## config.mk

```make
export PLATFORM = sky130hd
export DESIGN_NAME = rfd_rem
export DESIGN_NICKNAME = d
export VERILOG_FILES = /design/src/rfd_pkg.sv /design/src/rfd_rem.sv
export SDC_FILE = /design/constraint.sdc
export NUM_CORES = 1
export LEC_CHECK = 0
export ABC_AREA = 0
export ABC_CLOCK_PERIOD_IN_PS = 2600
export BUFFER_PORTS_ARGS = -buffer_cell sky130_fd_sc_hd__buf_4
export CORE_MARGIN = 2
export CORE_UTILIZATION = 50
export DETAILED_ROUTE_END_ITERATION = 8
export PLACE_DENSITY = 0.78
export SYNTH_ARGS = -nofsm -noshare
export SYNTH_HDL_FRONTEND = slang
export SYNTH_SLANG_ARGS = --single-unit
```

## constraint.sdc

```tcl
create_clock -name clk -period 2.6 [get_ports clk]
set_input_delay 0.39 -clock clk [delete_from_list [all_inputs] [get_ports clk]]
set_output_delay 0.39 -clock clk [all_outputs]
set_load 0.005 [all_outputs]
```

## src/rfd_pkg.sv

```systemverilog
// Shared types and constants for the RGB frame decimator.
// No dependencies; imported by rfd_rem and rgb_frame_decimator.
package rfd_pkg;

    localparam int CH_W       = 8;
    localparam int PIX_W      = 3 * CH_W;
    localparam int PSUM_W     = CH_W + 1;
    localparam int LINE_W     = 3 * PSUM_W;
    localparam int ROW_W      = 12;
    localparam int FACTOR_W   = 5;
    localparam int CFG_W      = 13;
    localparam int IDX_W      = 2;

    localparam int RST_FACTOR = 2;
    localparam int RST_WIDTH  = 640;
    localparam int RST_HEIGHT = 480;
    localparam int HEIGHT_MAX = 4096;

    typedef enum logic [IDX_W-1:0] {
        REG_MODE   = 2'd0,
        REG_FACTOR = 2'd1,
        REG_WIDTH  = 2'd2,
        REG_HEIGHT = 2'd3
    } rfd_reg_t;

    typedef struct packed {
        logic busy;
        logic done;
    } rfd_rem_stat_t;

endpackage

```

## src/rfd_rem.sv

```systemverilog
// Bit-serial remainder unit: column and row counters modulo the subsampling factor.
// Depends on rfd_pkg.
module rfd_rem
    import rfd_pkg::*;
#(
    parameter int COL_W = 12
) (
    input  logic                clk,
    input  logic                rst_n,
    input  logic                start,
    input  logic [FACTOR_W-1:0] divisor,
    input  logic [COL_W-1:0]    col,
    input  logic [ROW_W-1:0]    row,
    output rfd_rem_stat_t       stat,
    output logic [FACTOR_W-1:0] col_rem,
    output logic [FACTOR_W-1:0] row_rem
);

    localparam int RN    = (COL_W > ROW_W) ? COL_W : ROW_W;
    localparam int CNT_W = $clog2(RN + 1);

    logic                busy_reg, busy_next;
    logic                done_reg, done_next;
    logic [CNT_W-1:0]    cnt_reg, cnt_next;
    logic [FACTOR_W-1:0] div_reg, div_next;
    logic [RN-1:0]       colq_reg, colq_next;
    logic [RN-1:0]       rowq_reg, rowq_next;
    logic [FACTOR_W-1:0] crem_reg, crem_next;
    logic [FACTOR_W-1:0] rrem_reg, rrem_next;

    // one restoring step: bring in the next dividend bit, subtract if it fits
    function automatic logic [FACTOR_W-1:0] rem_step(
        input logic [FACTOR_W-1:0] rem,
        input logic                bit_in,
        input logic [FACTOR_W-1:0] dv
    );
        logic [FACTOR_W:0] trial;
        logic [FACTOR_W:0] diff;
        trial = {rem, bit_in};
        diff  = trial - {1'b0, dv};
        if (trial >= {1'b0, dv})
        begin
            rem_step = diff[FACTOR_W-1:0];
        end
        else
        begin
            rem_step = trial[FACTOR_W-1:0];
        end
    endfunction

    always_comb
    begin
        busy_next = busy_reg;
        done_next = 1'b0;
        cnt_next  = cnt_reg;
        div_next  = div_reg;
        colq_next = colq_reg;
        rowq_next = rowq_reg;
        crem_next = crem_reg;
        rrem_next = rrem_reg;
        if (start)
        begin
            busy_next = 1'b1;
            cnt_next  = '0;
            div_next  = divisor;
            colq_next = RN'(col);
            rowq_next = RN'(row);
            crem_next = '0;
            rrem_next = '0;
        end
        else if (busy_reg)
        begin
            crem_next = rem_step(crem_reg, colq_reg[RN-1], div_reg);
            rrem_next = rem_step(rrem_reg, rowq_reg[RN-1], div_reg);
            colq_next = {colq_reg[RN-2:0], 1'b0};
            rowq_next = {rowq_reg[RN-2:0], 1'b0};
            cnt_next  = cnt_reg + CNT_W'(1);
            if (cnt_reg == CNT_W'(RN - 1))
            begin
                busy_next = 1'b0;
                done_next = 1'b1;
            end
        end
    end

    always_ff @(posedge clk or negedge rst_n)
    begin
        if (!rst_n)
        begin
            busy_reg <= 1'b0;
            done_reg <= 1'b0;
            cnt_reg  <= '0;
        end
        else
        begin
            busy_reg <= busy_next;
            done_reg <= done_next;
            cnt_reg  <= cnt_next;
        end
    end

    always_ff @(posedge clk)
    begin
        div_reg  <= div_next;
        colq_reg <= colq_next;
        rowq_reg <= rowq_next;
        crem_reg <= crem_next;
        rrem_reg <= rrem_next;
    end

    assign stat.busy = busy_reg;
    assign stat.done = done_reg;
    assign col_rem   = crem_reg;
    assign row_rem   = rrem_reg;

endmodule
```

Yosys cells after proc, flatten, opt, wreduce, memory -nomap -nowiden --
Cells that the tools add are included.
Storage, ports and cells: flip-flop bits (word level) 45, input port bits 32, output and inout port bits 12, logic and storage cells 29
Operators by class: add/subtract/negate cells 3, order comparisons 2, eq/ne operators 1, multiplexer cells 14, reduce and logical (&&, ||, !) cells 1
Operator list (count):
- 2-to-1 mux 12 bit | 4
- >= comparator 6 x 5 -> 1 bit | 2
- 2-to-1 mux 5 bit | 2
- subtractor 5 bit | 2
- 2-to-1 mux 4 bit | 2
- 2-to-1 mux 1 bit | 6
- adder 4 x 1 -> 4 bit (second input constant) | 1
- equality test 4 bit (second input constant) | 1
- nonzero test 2 bit | 1

Logic depth before layout (Yosys ltp) --
depth in word-level cells 4, gate-level depth with buffers 8, gate-level depth less buffers 8

Worst setup path before layout --
No wires, ideal clock.
path kind reg2reg, from reg colq_reg[11], to reg crem_reg[0] (netlist: col_rem[0]), library setup time 0.079 ns, arrival 1.900 ns, required time 2.521 ns, slack 0.621 ns, cell stages (with the launch flop) 9, buffers on the path 0, clock period less this slack 1.979 ns, cells stage by stage edfxtp_1 -> inv_1 -> ha_1 -> inv_1 -> fa_1 -> a21oi_1 -> o221ai_4 -> mux2_4 -> a211oi_2
On the way: word-level cells in the longest chain between the ends 2, elaborated cells on any way between the ends 3, classes of those cells add/sub: 1; order compare: 1; mux: 1
RTL lines:
- start: declaration | line rfd_rem.sv:26 | logic [RN-1:0] colq_reg, colq_next;
- start signal: assignment | line rfd_rem.sv:105 | colq_reg <= colq_next;
- subtractor 5 bit / >= comparator 6 x 5 -> 1 bit (equally long branches) | line rfd_rem.sv:40, rfd_rem.sv:41
- 2-to-1 mux 5 bit (*) | line rfd_rem.sv:41 | if (trial >= {1'b0, dv})
- end signal: assignment | line rfd_rem.sv:107 | crem_reg <= crem_next;
- end: declaration | line rfd_rem.sv:28 | logic [FACTOR_W-1:0] crem_reg, crem_next;
Every way passes the cells marked *; elsewhere a longest branch is shown, timed or not. A chain may end at the register's enable or synchronous reset.

Worst setup path after layout --
Same ends and word-level chain as after synthesis.

==> run_results.csv <==
group,metric,value,unit
floorplanning,coreArea,4384,um^2
layout,fill_cells,344,
setup_path,cp.required,2.83,ns
timing,relSlewSlack,67.70,%
layout,antennaDiodeCount,0,
timing,clock.fmax,477.2,MHz
synth,yosysUniqueCellTypes,34,
routing,drc,0,
layout,area_growth,21.46,%
clock_network,clkSinkCount,45,
setup_path,reg2reg_to,"col_rem[0]",
synth,synthTopCellsByArea,"edfxtp_1 (38%), mux2_1 (11%), dfxtp_1 (8.8%)",
timing,finalSetupViolCount,0,
synth,syn-cell-area,2286,um^2
power,power_frac_clock,23.3,%
clock_network,cts_tree,"built",
setup_path,path_common_cell,"inv_1",
global_routing,antenna_found_initial,0,
setup_path,critical_path_class,"flop to flop",
global_routing,grt_pass1_vias,1394,
layout,layout-drive-gt1-share,29.86,%
setup_path,path_buf_inv,2,
power,combPwrFrac,34.5,%
power,switching_share,30.51,%
power,p_per_area,816.2,nW/um^2
synth,netlist_instances,174,
setup_path,arrival,2.32,ns
global_routing,grt_max_degree,42,
timing,rsz0062_at_grt,"false",
routing,wl_met2,1718,um
setup_path,critPathCaptureType,"flop",
outcome,status,"finished clean",
min_path,hp-class,"input port to flop",
setup_path,startpoint_type,"flop",
synth,ys_seq_elements,45,
floorplanning,ios,44,
clock_network,cts_hold_buf,1,
global_routing,grtUsageTotal,16.27,%
synth,syn_avg_cell_area,13.14,um^2
clock_network,cts.path.max_buffers,2,
place,dp_hpwl,2721,um
synth,syn-num-nets,219,
routing,routed_wl,3753,um
floorplanning,die-area,5129,um^2
clock_network,root_buffer,"clkbuf_8",
clock_network,clock_latency,0.30,ns
routing,top_layer,"met4",
timing,period_minus_slack,2.096,ns
setup_path,critPathMaxFanout,6,
routing,vias,1411,
power,p_leak,1.173,nW
place,place_congestion,0.8169,
setup_path,reg2reg_from,"colq_reg[11]",
setup_path,path_cells,"inv_1 > ha_1 > inv_1 > fa_1 > a21oi_1 > o221ai_4 > mux2_4 > a211oi_2",
min_path,min_from,"divisor[1]",
global_routing,grt_remaining_overflow,0,
timing,max_slew.worst_pin.slew,0.4845,ns
setup_path,crit_family,"compound AO/OA/AOI/OAI gates",
setup_path,rrSetupSlack,0.50,ns
min_path,holdPathStages,1,
clock_network,h-tree-depth,2,
clock_network,numCtsBuffers,5,
setup_path,cp_slowest_cell,"fa_1",
synth,netlist.area_leader.share,38.10,%
timing,fin_setup_tns,0,ns
floorplanning,fp.dieW,71.62,um
setup_path,max_stage_delay,0.43,ns
routing,via_per_inst,5.168,
layout,instances_no_fill,273,
min_path,hold_end,"div_reg[1]",
timing,fin_crit_sh,80.60,%
routing,final_antenna_net_count,0,
timing,skew,0.009230,ns
routing,wl_met3,168,um
routing,wl_per_cell,13.75,um
place,dpl.cell_count,264,
synth,synth_area_leader_cell,"edfxtp_1",
floorplanning,rows,24,
clock_network,clk_pin_slew,0.09,ns
layout,fin_nets,265,
place,portBuffers,43,
timing,drv_slew,0,
routing,drt_iter0_markers,94,
synth,yosysWarnings,0,
global_routing,grt_pass1_wl,6375,um
power,seqPwrFrac,42.2,%
routing,first_pass_iters,4,
floorplanning,start_util,52.14,%
floorplanning,die_height,71.62,um
timing,finalHoldViolations,0,
power,internal-power,0.001575,W
synth,yosysSeqAreaShare,53.42,%
routing,drt-met1-wl,1806,um
clock_network,cts_resized,0,
clock_network,cts_setup_buffers,0,
setup_path,r2r_cells,8,
flow_run,drv_cap,0,
power,power.switching,0.0006914,W
power,vdd_drop_max,0.4368,mV
==> worst max path at each step <==
stage / from / endpoint / depth (start not counted)
finish: colq_reg[11] / col_rem[0] / 8
global route: colq_reg[11] / col_rem[0] / 8
CTS: colq_reg[11] / col_rem[0] / 8
floorplan: colq_reg[11] / col_rem[0] / 8
detailed placement: colq_reg[11] / col_rem[0] / 8
global placement: colq_reg[11] / col_rem[0] / 8
==> cell usage in the layout, fill, tap and decap left out, types with 4 or more instances in the layout <==
master    instances
xor2_1            4
clkbuf_8          5
o2bb2a_1          4
dfxtp_1          10
nand2_1          13
edfxtp_1         29
dfrtp_1           6
nor2_1           11
xnor2_1           5
ha_1             11
inv_1            11
mux2i_1           5
mux2_1           22
buf_4            45
o21ai_1           6
==> layout make-up <==
| type | instances | area (um^2) | share of cell area [%] |
|---|---|---|---|
| clock inverter | 3 | 46.29 | 1.667 |
| sequential | 45 | 1221 | 43.98 |
| inverter | 11 | 41.29 | 1.487 |
| clock buffer | 5 | 68.82 | 2.479 |
| multi-input combinational | 111 | 985.9 | 35.51 |
| tap | 52 | 65.06 | 2.343 |
| timing repair buffer | 46 | 347.8 | 12.53 |
==> kinds of logic after synthesis <==
logic type | count (synthesis) | share of synthesized area, %
AO/OA/AOI/OAI | 24 | 10.02
AND/OR/NAND/NOR | 36 | 7.554
multiplexers | 29 | 14.34
adder cells (fa/ha/maj) | 13 | 7.772
flip-flops | 45 | 53.42
buffers and inverters | 18 | 3.448
XOR/XNOR | 9 | 3.448
==> worst register-to-register path, cell delays in order (launching register included) <==
cell and delay (ns):
edfxtp_1 0.36, inv_1 0.08, ha_1 0.15, inv_1 0.05, fa_1 0.43, a21oi_1 0.24, o221ai_4 0.20, mux2_4 0.33
a211oi_2 0.20
==> metal layers <==
metal | GRT usage, % | vias to the layer above
met1 | 22.91 | 664
met5 | 0 | -
met2 | 24.79 | 27
met3 | 4.360 | 6
met4 | 5.031 | 0
li1 | - | 714
==> stage by stage <==
step | setup slack [ns] | power [W] | instance area [um^2] | util [%] | hold slack (ns)
3_5_place_dp | 0.5093 | 0.001758 | 2651 | 60.47 | 0.2009
5_1_grt | 0.3492 | 0.002410 | 2776 | 63.33 | 0.2589
3_3_place_gp | 0.5560 | 0.001750 | 2651 | 60.47 | 0.2001
2_1_floorplan | 0.6210 | 0.001535 | 2286 | - | 0.09441
6_report | 0.5044 | 0.002266 | 2776 | 63.33 | 0.2704
4_1_cts | 0.4952 | 0.002292 | 2776 | 63.33 | 0.2621
==> cell usage after synthesis, drive strengths merged <==
cell,count
inv,11
nand2,13
a211oi,4
o21ai,7
nand4,1
nor2b,1
nand3,4
a21oi,6
o221ai,2
nor2,12
xor2,4
mux2i,5
ha,11
nand2b,1
nand3b,2
xnor2,5
mux2,24
dfrtp,6
o2bb2a,4
fa,2
edfxtp,29
buf,5
dfxtp,10
clkbuf,2
a21o,1
and2,2
==> power groups by stage <==
| stage | combinational [W] | sequential, W | clock (W) |
|---|---|---|---|
| 2_1_floorplan | 0.000580 | 0.000955 | 0 |
| 3_3_place_gp | 0.000778 | 0.000972 | 0 |
| 3_5_place_dp | 0.000785 | 0.000973 | 0 |
| 4_1_cts | 0.000790 | 0.000958 | 0.000544 |
| 5_1_grt | 0.000869 | 0.000971 | 0.000569 |
| 6_report | 0.000781 | 0.000956 | 0.000529 |
No activity file was read; power rests on OpenSTA's default activity.
